===== src/rtl/core/txcw_pkg.sv =====
// ----------------------------------------------------------------------------
// txcw_pkg
// Shared constants, command codes and the digit glyph function of the text
// console cell writer.
// ----------------------------------------------------------------------------
package txcw_pkg;

  localparam int COLUMNS = 80;
  localparam int ROWS    = 25;

  localparam int ROW_W = (ROWS > 1) ? $clog2(ROWS) : 1;
  localparam int COL_W = (COLUMNS > 1) ? $clog2(COLUMNS) : 1;

  localparam int MODE_W    = 2;
  localparam int CHAR_W    = 8;
  localparam int ATTR_W    = 8;
  localparam int IN_ROW_W  = 5;
  localparam int IN_COL_W  = 7;
  localparam int VALUE_W   = 32;
  localparam int RADIX_W   = 5;
  localparam int INDEX_W   = 11;
  localparam int WORD_W    = 16;
  localparam int DIGIT_W   = 4;
  localparam int MAX_DIGITS = 32;
  localparam int PTR_W     = $clog2(MAX_DIGITS);
  localparam int STEP_W    = $clog2(VALUE_W);

  localparam logic [MODE_W-1:0] MODE_PUT_CHAR  = 2'd0;
  localparam logic [MODE_W-1:0] MODE_BACKSPACE = 2'd1;
  localparam logic [MODE_W-1:0] MODE_MOVE      = 2'd2;
  localparam logic [MODE_W-1:0] MODE_NUMBER    = 2'd3;

  localparam logic [CHAR_W-1:0] CHAR_LINE_FEED = 8'h0A;
  localparam logic [WORD_W-1:0] BLANK_WORD     = 16'h0020;

  localparam logic [RADIX_W-1:0] RADIX_MIN = 5'd2;
  localparam logic [RADIX_W-1:0] RADIX_MAX = 5'd16;

  // Maps a digit value to its character: 0-9, then A-F.
  function automatic logic [CHAR_W-1:0] digit_glyph(input logic [DIGIT_W-1:0] d);
    logic [CHAR_W-1:0] g;
    if (d < 4'd10) begin
      g = 8'h30 + {4'd0, d};
    end else begin
      g = 8'h37 + {4'd0, d};
    end
    return g;
  endfunction

endpackage


===== src/rtl/core/txcw_divider.sv =====
// ----------------------------------------------------------------------------
// txcw_divider
// Restoring radix divider, one quotient bit per cycle. A start pulse loads
// the dividend and divisor; done pulses in the cycle after the last step.
// ----------------------------------------------------------------------------
module txcw_divider (
  input  logic                          clk,
  input  logic                          rst,
  input  logic                          start,
  input  logic [txcw_pkg::VALUE_W-1:0]  dividend,
  input  logic [txcw_pkg::RADIX_W-1:0]  divisor,
  output logic                          done,
  output logic [txcw_pkg::VALUE_W-1:0]  quotient,
  output logic [txcw_pkg::DIGIT_W-1:0]  remainder
);
  import txcw_pkg::*;

  logic                 busy;
  logic [STEP_W-1:0]    step;
  logic [RADIX_W-1:0]   div_reg;
  logic [VALUE_W-1:0]   quo;
  logic [DIGIT_W-1:0]   rem;
  logic [RADIX_W-1:0]   trial;
  logic                 fits;

  // The remainder stays below the divisor (at most 16), so the shifted
  // trial value always fits in five bits.
  assign trial = {rem, quo[VALUE_W-1]};
  assign fits  = (trial >= div_reg);

  always_ff @(posedge clk) begin
    if (rst) begin
      busy <= 1'b0;
      done <= 1'b0;
      step <= '0;
    end else if (start) begin
      busy <= 1'b1;
      done <= 1'b0;
      step <= '0;
    end else if (busy) begin
      step <= step + 1'b1;
      if (step == STEP_W'(VALUE_W - 1)) begin
        busy <= 1'b0;
        done <= 1'b1;
      end else begin
        done <= 1'b0;
      end
    end else begin
      done <= 1'b0;
    end
  end

  always_ff @(posedge clk) begin
    if (start) begin
      quo     <= dividend;
      rem     <= '0;
      div_reg <= divisor;
    end else if (busy) begin
      quo <= {quo[VALUE_W-2:0], fits};
      if (fits) begin
        rem <= DIGIT_W'(trial - div_reg);
      end else begin
        rem <= trial[DIGIT_W-1:0];
      end
    end
  end

  assign quotient  = quo;
  assign remainder = rem;

endmodule


===== src/rtl/core/text_console_cell_writer.sv =====
// ----------------------------------------------------------------------------
// text_console_cell_writer
// Text console writer: keeps a cursor and turns commands into screen cell
// writes (cell index and attribute/character word).
// ----------------------------------------------------------------------------
// Usage:
// The input channel (in_valid/in_stall) carries one command item: put char,
// backspace, move cursor or print number. The output channel
// (out_valid/out_stall) carries one item per cell write, with last set on
// the final write caused by a command. Move cursor and a line feed produce
// no output item.
// Commands are handled one at a time; in_stall is high while a command is
// in progress. Print number runs one divider, one quotient bit per cycle,
// once for each digit, then writes one digit per cycle while the output
// is not stalled.
// A stall on the output holds the output register and pauses the digit
// writes. All digits are divided out before the first one is written.
// Reset (rst, synchronous) puts the cursor at the top left cell and empties
// the output register.
// ----------------------------------------------------------------------------
module text_console_cell_writer (
  input  logic                           clk,
  input  logic                           rst,
  input  logic                           in_valid,
  output logic                           in_stall,
  input  logic [txcw_pkg::MODE_W-1:0]    mode,
  input  logic [txcw_pkg::CHAR_W-1:0]    char_code,
  input  logic [txcw_pkg::ATTR_W-1:0]    attribute,
  input  logic [txcw_pkg::IN_ROW_W-1:0]  row,
  input  logic [txcw_pkg::IN_COL_W-1:0]  column,
  input  logic [txcw_pkg::VALUE_W-1:0]   value,
  input  logic [txcw_pkg::RADIX_W-1:0]   radix,
  output logic                           out_valid,
  input  logic                           out_stall,
  output logic [txcw_pkg::INDEX_W-1:0]   cell_index,
  output logic [txcw_pkg::WORD_W-1:0]    cell_word,
  output logic                           last
);
  import txcw_pkg::*;

  localparam logic [1:0] S_IDLE = 2'd0;
  localparam logic [1:0] S_CHAR = 2'd1;
  localparam logic [1:0] S_DIV  = 2'd2;
  localparam logic [1:0] S_EMIT = 2'd3;

  logic [1:0]          state;
  logic [ROW_W-1:0]    cur_row;
  logic [COL_W-1:0]    cur_col;
  logic [ATTR_W-1:0]   attr_reg;
  logic [WORD_W-1:0]   char_word;
  logic                char_adv;
  logic [RADIX_W-1:0]  radix_reg;
  logic [PTR_W-1:0]    cnt;
  logic [PTR_W-1:0]    ptr;
  logic [DIGIT_W-1:0]  digits [MAX_DIGITS];

  logic                accept;
  logic                out_free;
  logic                at_last_col;
  logic                at_last_row;
  logic [ROW_W-1:0]    row_down;
  logic [ROW_W-1:0]    fwd_row;
  logic [COL_W-1:0]    fwd_col;
  logic [ROW_W-1:0]    back_row;
  logic [COL_W-1:0]    back_col;
  logic [ROW_W-1:0]    move_row;
  logic [COL_W-1:0]    move_col;
  logic [RADIX_W-1:0]  radix_sat;
  logic [31:0]         index_full;

  logic                div_start;
  logic [VALUE_W-1:0]  div_dividend;
  logic [RADIX_W-1:0]  div_divisor;
  logic                div_done;
  logic [VALUE_W-1:0]  div_quotient;
  logic [DIGIT_W-1:0]  div_remainder;

  assign in_stall = (state != S_IDLE);
  assign accept   = in_valid && !in_stall;
  assign out_free = !out_valid || !out_stall;

  // Cursor arithmetic on separate row and column counters.
  assign at_last_col = (cur_col == COL_W'(COLUMNS - 1));
  assign at_last_row = (cur_row == ROW_W'(ROWS - 1));
  assign row_down    = at_last_row ? '0 : cur_row + 1'b1;
  assign fwd_col     = at_last_col ? '0 : cur_col + 1'b1;
  assign fwd_row     = at_last_col ? row_down : cur_row;

  always_comb begin
    if (cur_col == '0) begin
      back_col = COL_W'(COLUMNS - 1);
      back_row = (cur_row == '0) ? ROW_W'(ROWS - 1) : cur_row - 1'b1;
    end else begin
      back_col = cur_col - 1'b1;
      back_row = cur_row;
    end
  end

  always_comb begin
    if (32'(row) >= 32'(ROWS)) begin
      move_row = ROW_W'(ROWS - 1);
    end else begin
      move_row = ROW_W'(row);
    end
    if (32'(column) >= 32'(COLUMNS)) begin
      move_col = COL_W'(COLUMNS - 1);
    end else begin
      move_col = COL_W'(column);
    end
  end

  always_comb begin
    if (radix < RADIX_MIN) begin
      radix_sat = RADIX_MIN;
    end else if (radix > RADIX_MAX) begin
      radix_sat = RADIX_MAX;
    end else begin
      radix_sat = radix;
    end
  end

  assign index_full = 32'(cur_row) * 32'(COLUMNS) + 32'(cur_col);

  // The divider is started from the input item for the first digit and from
  // its own quotient for each later digit.
  always_comb begin
    div_start    = 1'b0;
    div_dividend = div_quotient;
    div_divisor  = radix_reg;
    if (state == S_IDLE) begin
      div_dividend = value;
      div_divisor  = radix_sat;
      div_start    = accept && (mode == MODE_NUMBER);
    end else if (state == S_DIV) begin
      div_start = div_done && (div_quotient != '0) && (cnt != PTR_W'(MAX_DIGITS - 1));
    end
  end

  txcw_divider u_divider (
    .clk       (clk),
    .rst       (rst),
    .start     (div_start),
    .dividend  (div_dividend),
    .divisor   (div_divisor),
    .done      (div_done),
    .quotient  (div_quotient),
    .remainder (div_remainder)
  );

  // Sequencer and cursor.
  always_ff @(posedge clk) begin
    if (rst) begin
      state   <= S_IDLE;
      cur_row <= '0;
      cur_col <= '0;
    end else begin
      unique case (state)
        S_IDLE: begin
          if (accept) begin
            unique case (mode)
              MODE_PUT_CHAR: begin
                if (char_code == CHAR_LINE_FEED) begin
                  cur_col <= '0;
                  cur_row <= row_down;
                end else begin
                  state <= S_CHAR;
                end
              end
              MODE_BACKSPACE: begin
                cur_row <= back_row;
                cur_col <= back_col;
                state   <= S_CHAR;
              end
              MODE_MOVE: begin
                cur_row <= move_row;
                cur_col <= move_col;
              end
              MODE_NUMBER: begin
                state <= S_DIV;
              end
              default: begin
                state <= S_IDLE;
              end
            endcase
          end
        end
        S_CHAR: begin
          if (out_free) begin
            if (char_adv) begin
              cur_row <= fwd_row;
              cur_col <= fwd_col;
            end
            state <= S_IDLE;
          end
        end
        S_DIV: begin
          if (div_done && !div_start) begin
            state <= S_EMIT;
          end
        end
        S_EMIT: begin
          if (out_free) begin
            cur_row <= fwd_row;
            cur_col <= fwd_col;
            if (ptr == '0) begin
              state <= S_IDLE;
            end
          end
        end
        default: begin
          state <= S_IDLE;
        end
      endcase
    end
  end

  // Command payload and digit buffer.
  always_ff @(posedge clk) begin
    if (state == S_IDLE && accept) begin
      attr_reg  <= attribute;
      radix_reg <= radix_sat;
      cnt       <= '0;
      char_adv  <= (mode == MODE_PUT_CHAR);
      if (mode == MODE_BACKSPACE) begin
        char_word <= BLANK_WORD;
      end else begin
        char_word <= {attribute, char_code};
      end
    end
    if (state == S_DIV && div_done) begin
      digits[cnt] <= div_remainder;
      cnt         <= cnt + 1'b1;
      ptr         <= cnt;
    end else if (state == S_EMIT && out_free) begin
      ptr <= ptr - 1'b1;
    end
  end

  // Output register.
  always_ff @(posedge clk) begin
    if (rst) begin
      out_valid <= 1'b0;
    end else if (out_free) begin
      out_valid <= (state == S_CHAR) || (state == S_EMIT);
    end
  end

  always_ff @(posedge clk) begin
    if (out_free) begin
      cell_index <= index_full[INDEX_W-1:0];
      if (state == S_EMIT) begin
        cell_word <= {attr_reg, digit_glyph(digits[ptr])};
        last      <= (ptr == '0);
      end else begin
        cell_word <= char_word;
        last      <= 1'b1;
      end
    end
  end

endmodule


===== config.mk =====
export PLATFORM = sky130hd
export DESIGN_NAME = text_console_cell_writer
export DESIGN_NICKNAME = d
export VERILOG_FILES = /design/src/rtl/core/txcw_pkg.sv /design/src/rtl/core/txcw_divider.sv /design/src/rtl/core/text_console_cell_writer.sv
export SDC_FILE = /design/constraint.sdc
export NUM_CORES = 1
export LEC_CHECK = 0
export BUFFER_PORTS_ARGS = -buffer_cell sky130_fd_sc_hd__buf_2
export CAP_MARGIN = 20
export CORE_ASPECT_RATIO = 1.4
export CORE_MARGIN = 2
export CORE_UTILIZATION = 54
export DETAILED_ROUTE_END_ITERATION = 10
export HOLD_SLACK_MARGIN = 0.02
export PLACE_DENSITY = 0.84
export SETUP_SLACK_MARGIN = 0.15
export SLEW_MARGIN = 25
export SYNTH_ARGS = -nofsm -noshare
export SYNTH_HDL_FRONTEND = slang
export SYNTH_SLANG_ARGS = --single-unit
export TNS_END_PERCENT = 10

===== constraint.sdc =====
create_clock -name clk -period 3.2 [get_ports clk]
set_input_delay 0.64 -clock clk [delete_from_list [all_inputs] [get_ports clk]]
set_output_delay 0.64 -clock clk [all_outputs]
set_load 0.01 [all_outputs]

# == Yosys cells after proc, flatten, opt, wreduce, memory -nomap -nowiden ==
# Memory sizes are Yosys's and may differ from the RTL's. A register that Yosys moved wholly into a read port is not among the register bits.
# Index checks and enable logic that the tools add are counted.
# Widths: inputs -> output; s select.
# word_totals
romBits,0
out_inout_bits,30
n_memories,1
ff_bits,131
mem_bits_rw,128
inputBits,71
word_cells,145
latchBits,0
# memory_table
memory,depth,width,read_ports,rd_clocked_by_memory_dff,write_ports,line,text
digits,32,4,1,1,1,text_console_cell_writer.sv:55,logic [DIGIT_W-1:0] digits [MAX_DIGITS];
# op_classes
mul,1
shift,0
mux,52
n_eq_ne,23
n_lt_le_gt_ge,6
n_reduce_logical,31
div,0
n_bitwise,1
addsub,11
# op_table
op,count
$mux 32,3
$mux 5,18
$mux 7,9
$pmux 7 s3,2
$reduce_bool 32->1,1
$pmux 5 s3,2
$mux 16,1
$add 5x1->5 const B,3
$add 6x4->7 const A,2
$reduce_and 7->1,2
$mux 2,6
$add 11x7->11,1
$eq 5x5->1 const B,2
$logic_not 5->1,2
$sub 5x1->5 const B,2
$ne 3x3->1 const B,3
$eq 2x2->1 const B,4
$eq 8x4->1 const B,1
$logic_and 1x1->1,8
$mux 1,8
$ne 2x2->1 const B,4
$ne 4x1->1 const B,2
$pmux 2 s4,1
$reduce_and 8->1,1
26 further kinds,37

# == Longest topological paths before layout ==
# Gate-level depths: netlist of the first run.
# logic_depth
ltp_word,9
ltp_mapped,10
depth_no_buf,9

# == Cells and area by module ==
# Synthesis of the first run repeated with hierarchy kept, for this count alone.
# hier_totals
cells_unflattened,925
hier_area_um2,12321.8
# modules_own_cells
module,n_inst,cells_each,seq_area_each_um2,area_each_um2
text_console_cell_writer,1,772,6286.0,10105.9
txcw_divider,1,153,1331.3,2215.9

# == Worst setup path after synthesis of the first run ==
# OpenSTA, ideal clock, no wires.
# synth_timing
path_kind,register to register
start,register cnt[2]
end,"register u_divider.quo[0] (netlist: u_divider.quotient[0]), enable pin"
n_path_buf,3
period_less_slack_ns,3.545
path_stages_with_launch,10
required_ns,2.770
setup_ns,0.430
slack_ns,-0.345
arrival_time_ns,3.115
path_cell_list,edfxtp_1 -> clkbuf_1 -> and3_1 -> ha_1 -> nor2_1 -> o21ai_0 -> a21oi_1 -> buf_2 -> buf_2 -> o2bb2ai_1
# synth_between
elab_chain_len,6
word_cells_on_any_way,7
cone_classes,eq/ne (2); mux (2); reduce/logical (3)
# synth_lines
element,line,text
start: declaration,text_console_cell_writer.sv:53,logic [PTR_W-1:0] cnt;
start signal: assignment,text_console_cell_writer.sv:232,cnt <= cnt + 1'b1;
$ne 5x5->1 *,text_console_cell_writer.sv:135,div_start = div_done && (div_quotient != '0) && (cnt != PTR_W'(MAX_DIGITS - 1));
$logic_and 1x1->1 *,text_console_cell_writer.sv:135,
$mux 1 *,text_console_cell_writer.sv:134,end else if (state == S_DIV) begin
$mux 1 *,text_console_cell_writer.sv:130,if (state == S_IDLE) begin
$ne 2x1->1 (no line) / $reduce_bool 2->1 (equally long branches),n/a,
$reduce_and 2->1 (no line) *,n/a,
end signal: assignment,txcw_divider.sv:55,quo <= dividend;
end signal: assignment,txcw_divider.sv:59,"quo <= {quo[VALUE_W-2:0], fits};"
end: declaration,txcw_divider.sv:21,logic [VALUE_W-1:0] quo;
# Every way passes the cells marked *; elsewhere a longest branch is shown, timed or not.
# A chain may end at the register's enable or synchronous reset.

==> metrics, run 1 <==
number of pins exceeding their max-slew limit in the final report=0; arrival time of the worst setup path=between 3 and 4 ns; remaining global-route overflow=0; combined global-route utilization of all metal layers=roughly 22%; height of the die=180 um; global-route wire length before repair=around 40000 um; final-report setup violation count=0; filler instances=about 1500; Min Clock Period, post-route=between 2 and 3 ns; remaining antenna violation count after routing=0; CP cell instances=buf_12, mux4_2, mux4_2, mux2i_2, ha_1, a21oi_1, a311oi_1, nor2_1; via total after detailed routing=7199; area grow syn2layout=14.2%; starting DRC count in detailed routing=~550; Routed WL per cell=~20 um; starting density of the core=between 50% and 60%; clock sink count=around 260; sequential share of the synthesized area=around 64%; number of violations of the max-capacitance limit=0; fraction of final layout cells sized beyond drive strength 1=27.3%; hold crit path type=input pin to flip-flop; Max IR drop VDD=a little over 0.5 mV; number of antenna violations at the first check in global routing=1; flip-flop count of the largest register, all copies and words added=between 100 and 150; leading register cell type out of synthesis=edfxtp_1; clock tree skew after final layout=about 0.015 ns; floorplan die width=around 130 um; TritonCTS clock tree=yes; transition at the pin with the smallest max-transition slack=0.622 ns; peak per-stage delay on the critical path=approximately 0.56 ns; Critical Path Most Common Cell=mux4_2; EDFF count, synth=roughly 230; count of endpoints failing hold in the final timing report=0; Detailed Routing Iterations Pass 1=7; postcts setup bufs=0; largest driver fanout on the critical path=16; Die Outline Area=about 23000 um2; Post-layout nets=~1000; headroom to the max-slew limit=between 50% and 60%; buffer depth of the longest clock path=3; register with the most flip-flops=digits; Final Wtd Congestion=between 0.8 and 0.9; number of distinct standard cells referenced by the synthesized netlist=between 60 and 70; LEAKAGE=between 0.004 and 0.005 uW; syn nets=~900; Achievable Freq=about 340 MHz; number of placed instances with taps included=1183; Syn Area/Cell=14.8 um2; number of port buffers=100; Fin Setup TNS=0 ns; unrepaired setup endpoints after global routing=false; capturing element type of the critical path=flip-flop; clock slew seen by the registers of the worst setup and hold paths=approximately 0.070 ns; Netlist Area Pre-Place=roughly 12000 um2; Power, Total=8840 uW; Residual DRC=0; pwr dens=650 nW/um2; Non-Filler Instances=approximately 1200; Post-synth ARST share=0%; wirelength, routed=approximately 25000 um; master of the slowest instance on the critical path=mux4_2; clock latency of the later-clocked register in the worst-skew pair=roughly 0.52 ns; largest net degree at the start of global routing=35; vias in the first global route=~7400; flop and latch count out of synthesis=264; Via density=about 6; period utilization=~90%; Ports=just over 100; Ant. Diodes=0; Final Core Density=a little over three fifths; Cell Area, Placed=between 10000 and 15000 um2; hpwl dp=16900 um; critical path type=flip-flop to flip-flop; Post-Synthesis Cells=between 800 and 900; YS warnings=0; crit path launch type=flip-flop; Req. time, crit path=about 3.5 ns; Layout Cell Area excl Fill=approximately 14000 um2; std cell rows=64; clock root buffer=clkbuf_16; run status=complete, no violations; Num CTS Buffers=24; Clock H-tree levels=1; placeable core region=roughly 22000 um2
[what timing repair did]
item	4_1_cts	5_1_grt
hold buffers	0	0
endpoints found under the setup margin	0	1
resized for setup	0	2
[cell type report]
class / instances / area [um2] / area share, %
clock buffer: 31 / 658 / 4.84
inverter: 33 / 124 / 0.911
multi-input combinational: 469 / 3990 / 29.3
tap: 297 / 372 / 2.73
clock inverter: 13 / 159 / 1.17
sequential: 264 / 7620 / 56.0
timing repair buffer: 120 / 676 / 4.97
[stage by stage]
step	hold slack (ns)	worst slack [ns]
global placement	0.484	0.259
floorplan	0.406	0.347
global route	0.304	0.179
CTS	0.301	0.151
finish	0.311	0.254
detailed placement	0.504	0.255
[cells in the mapped netlist, types with 3 or more instances]
| library cell | n | share of area (%) |
|---|---|---|
| clkbuf_1 | 24 | 0.76 |
| fa_1 | 3 | 0.50 |
| xor2_1 | 7 | 0.51 |
| mux2_2 | 49 | 4.6 |
| a211oi_1 | 9 | 0.57 |
| inv_1 | 32 | 1.0 |
| nor4_1 | 11 | 0.58 |
| mux4_1 | 7 | 1.5 |
| nand2b_1 | 6 | 0.32 |
| nor2_1 | 80 | 2.5 |
| nand2_1 | 36 | 1.1 |
| o221ai_1 | 4 | 0.29 |
| a21o_1 | 9 | 0.57 |
| mux4_2 | 31 | 5.9 |
| and3_1 | 4 | 0.21 |
| and2_1 | 7 | 0.37 |
| nand4_1 | 4 | 0.21 |
| mux2i_1 | 13 | 1.1 |
| a221oi_1 | 4 | 0.29 |
| xnor2_1 | 16 | 1.2 |
| o21ai_0 | 21 | 0.88 |
| nand3b_1 | 5 | 0.32 |
| a21oi_1 | 24 | 1.0 |
| nand3_1 | 8 | 0.34 |
| ha_1 | 33 | 3.5 |
| o21a_1 | 4 | 0.25 |
| o21ai_1 | 5 | 0.21 |
| buf_4 | 4 | 0.25 |
| buf_2 | 7 | 0.29 |
| nor2b_1 | 24 | 1.3 |
| nor3_1 | 8 | 0.34 |
| dfxtp_1 | 31 | 5.2 |
| edfxtp_1 | 233 | 59 |
[routing by layer]
layer | track usage [%] | share of wire (%) | vias to the layer above
li1 | - | - | 3273
met1 | 24.6 | 36 | 3592
met2 | 40.3 | 55 | 268
met3 | 2.95 | 5.6 | 64
met4 | 8.34 | 3.6 | 2
met5 | 0 | 0.044 | -
[logic make-up after synthesis]
| family | after synthesis | share of synthesized area, % |
|---|---|---|
| AOI/OAI and AO/OA | 104 | 5.88 |
| DFF | 264 | 63.9 |
| muxes | 102 | 13.5 |
| xor gates and xnor gates | 23 | 1.69 |
| buffers and inverters | 72 | 2.73 |
| adders and majority gates | 36 | 3.97 |
| and+or+nand+nor | 204 | 8.28 |
[worst max-delay path: cells and delay by family, from the launching register on]
kind            cells  cell delay, ns
fa+ha+maj           1            0.28
flops               1            0.35
compound gates      2            0.35
mux                 3            1.44
buf+inv             1            0.19
simple gates        1            0.06
[placed cells by master (no fill, tap or decap), types with 3 or more instances in the layout]
cell type / n
edfxtp_1: 233
buf_2: 100
nor2_1: 80
mux2_2: 49
nand2_1: 36
ha_1: 33
inv_1: 32
mux4_2: 31
dfxtp_1: 30
clkbuf_16: 25
nor2b_1: 24
a21oi_1: 23
o21ai_0: 21
buf_4: 18
xnor2_1: 16
mux2i_1: 12
nor4_1: 11
a21o_1: 9
a211oi_1: 9
nor3_1: 8
nand3_1: 8
and2_1: 7
mux4_1: 7
xor2_1: 7
nand2b_1: 6
nand3b_1: 5
o21ai_1: 5
clkbuf_1: 5
nand4_1: 4
and3_1: 4
o21a_1: 4
a221oi_1: 4
o221ai_1: 4
clkinv_2: 4
fa_1: 3
bufinv_16: 3
[power breakdown]
part           internal [uW]  switching (uW)  leakage [uW]
Combinational            578             868       0.00210
Sequential              4280             163       0.00246
Clock                   1710            1240      0.000398
Total                   6570            2270       0.00496
[worst paths after layout]
path                     start      endpoint  slack, ns  cells after the start
setup / recovery     flip-flop  cell_word[2]       0.25                      8
hold / removal    attribute[4]   attr_reg[4]       0.31                      1
setup reg to reg     flip-flop  cell_word[2]       0.25                      8
hold reg to reg         ptr[4]     flip-flop       0.53                      1
Note: power is estimated with default switching activity, not from simulation.
==> inputs of run 2 (changes only) <==
CAP_MARGIN = not set   (was 20)
SYNTH_HIERARCHICAL = 1   (was not set)
==> metrics, run 2 <==
leading register cell type out of synthesis=edfxtp_1; starting DRC count in detailed routing=between 500 and 600; critical path type=flip-flop to flip-flop; Post-layout nets=1134; top post-synthesis cells by area=edfxtp_1, mux4_2, dfxtp_1; count of endpoints failing hold in the final timing report=0; clock slew seen by the registers of the worst setup and hold paths=around 0.06 ns; starting density of the core=~55%; Routed WL per cell=19.6 um; Layout Cell Area excl Fill=around 14000 um2; hold crit path type=input pin to flip-flop; combined global-route utilization of all metal layers=a little over a fifth; Die Outline Area=~24000 um2; arrival time of the worst setup path=3.19 ns; wirelength, routed=around 26000 um; number of violations of the max-capacitance limit=0; number of pins exceeding their max-slew limit in the final report=0; period utilization=between 90% and 100%; largest driver fanout on the critical path=16; Num CTS Buffers=24; vias in the first global route=7901; Detailed Routing Iterations Pass 1=5; Final Wtd Congestion=0.942; number of distinct standard cells referenced by the synthesized netlist=71; number of antenna violations at the first check in global routing=1; most common library cell in the layout ignoring fill and taps=edfxtp_1; Non-Filler Instances=1346; std cell rows=between 60 and 70; flop and latch count out of synthesis=between 200 and 300; via total after detailed routing=slightly below 8000; headroom to the max-slew limit=roughly 49%; number of port buffers=100; capturing element type of the critical path=flip-flop; remaining antenna violation count after routing=0; worst hold slack=between 0.3 and 0.4 ns; placeable core region=22400 um2; fraction of final layout cells sized beyond drive strength 1=approximately 25%; run status=complete, no violations; unrepaired setup endpoints after global routing=false; clock root buffer=clkbuf_16; flip-flop count of the largest register, all copies and words added=approximately 130; Max IR drop VDD=between 0.5 and 0.6 mV; Cell Area, Placed=between 10000 and 15000 um2; Final Core Density=a little over three fifths; pwr dens=just under 600 nW/um2; largest net degree at the start of global routing=38; clock sink count=about 260; hold buffer count at CTS=0; TritonCTS clock tree=yes; clock latency of the later-clocked register in the worst-skew pair=about 0.52 ns; sequential share of the synthesized area=approximately three fifths; CP cell instances=buf_12, mux4_2, mux4_2, mux2i_4, ha_1, a21oi_1, a311oi_1, nor2_1; hpwl dp=about 17000 um; Post-Synthesis Cells=between 900 and 1000; Netlist Area Pre-Place=between 10000 and 15000 um2; Achievable Freq=approximately 340 MHz; clock tree skew after final layout=between 0.015 and 0.02 ns; height of the die=183 um; remaining global-route overflow=0; master of the slowest instance on the critical path=mux4_2; crit path launch type=flip-flop; final-report setup violation count=0; Clock H-tree levels=1; Ports=101; Via density=5.75; LEAKAGE=between 0.005 and 0.006 uW; most common library cells after synthesis=edfxtp_1, nand2_1, nor2_1; post-synth top area cell=edfxtp_1; syn nets=slightly above 1000; global-route wire length before repair=41200 um; most used cells in the layout excluding fill and tap cells=edfxtp_1, nand2_1, buf_2; register with the most flip-flops=digits; Post-synth ARST share=0%; Critical Path Most Common Cell=mux4_2; YS warnings=6; number of placed instances with taps included=approximately 1300; transition at the pin with the smallest max-transition slack=between 0.7 and 0.8 ns; postcts setup bufs=0; top cell type's share of synthesized area=between 50 and 60%; number of gates resized after cts=0; floorplan die width=~130 um; Syn Area/Cell=13.3 um2; peak per-stage delay on the critical path=0.56 ns; area grow syn2layout=14.4%; buffer depth of the longest clock path=3; Min Clock Period, post-route=roughly 2.9 ns; Ant. Diodes=0; Fin Setup TNS=0 ns; Residual DRC=0; EDFF count, synth=about 230; Req. time, crit path=3.46 ns; leading cell type by number of instances after synthesis=edfxtp_1
==> run 2: changes by cell type after synthesis, sizes merged, moves of 8 or more <==
cell and change:
mux2i -9, clkbuf +8, xnor2 -8, nand2 +127, mux2 -8
==> run 2: critical path, delay by kind of cell (launching register included) <==
kind,cells,cell delay [ns]
AOI/OAI and AO/OA,2,0.35
DFF,1,0.39
muxes,3,1.41
adders and majority gates,1,0.26
buffers and inverters,1,0.19
and+or+nand+nor,1,0.07
==> run 2: cells by family after synthesis <==
group / count (synthesis) / synth area share (%)
adders and majority gates: 36 / 3.84
and+or+nand+nor: 332 / 12.2
DFF: 264 / 61.8
muxes: 87 / 12.0
xor gates and xnor gates: 21 / 1.49
AOI/OAI and AO/OA: 108 / 6.03
buffers and inverters: 77 / 2.66
==> run 2: worst paths after layout <==
kind	slack (ns)	start	cells past startpoint	endpoint
min	0.32	attribute[2]	1	attr_reg[2]
max reg2reg	0.26	flip-flop	8	cell_word[2]
max	0.26	flip-flop	8	cell_word[2]
min reg2reg	0.52	attr_reg[4]	2	cell_word[12]
==> run 2: area by class of cell <==
class	count	area, um2
Clock buffer	29	671
Multi-Input combinational cell	584	4390
Inverter	32	120
Fill cell	1668	8360
Clock inverter	15	205
Tap cell	301	377
Timing Repair Buffer	121	713
Sequential cell	264	7620
==> run 2: per-layer routing <==
layer  GRT usage, %  vias to the layer above  share of wire (%)
met4           7.83                        0                3.0
li1               -                     3604                  -
met3           2.52                       53                5.3
met2           41.3                      275                 55
met1           25.0                     3810                 36
met5              0                        -                  0
==> run 2: stage by stage <==
stage	setup slack (ns)	power, uW
4_1_cts	0.236	8350
5_1_grt	0.163	8570
6_report	0.264	8320
3_3_place_gp	0.343	5190
2_1_floorplan	0.175	4870
3_5_place_dp	0.294	5230
==> run 2: where the power goes <==
group	switching [uW]	internal (uW)
clock network	1250	1900
logic	633	354
registers	88.1	4090
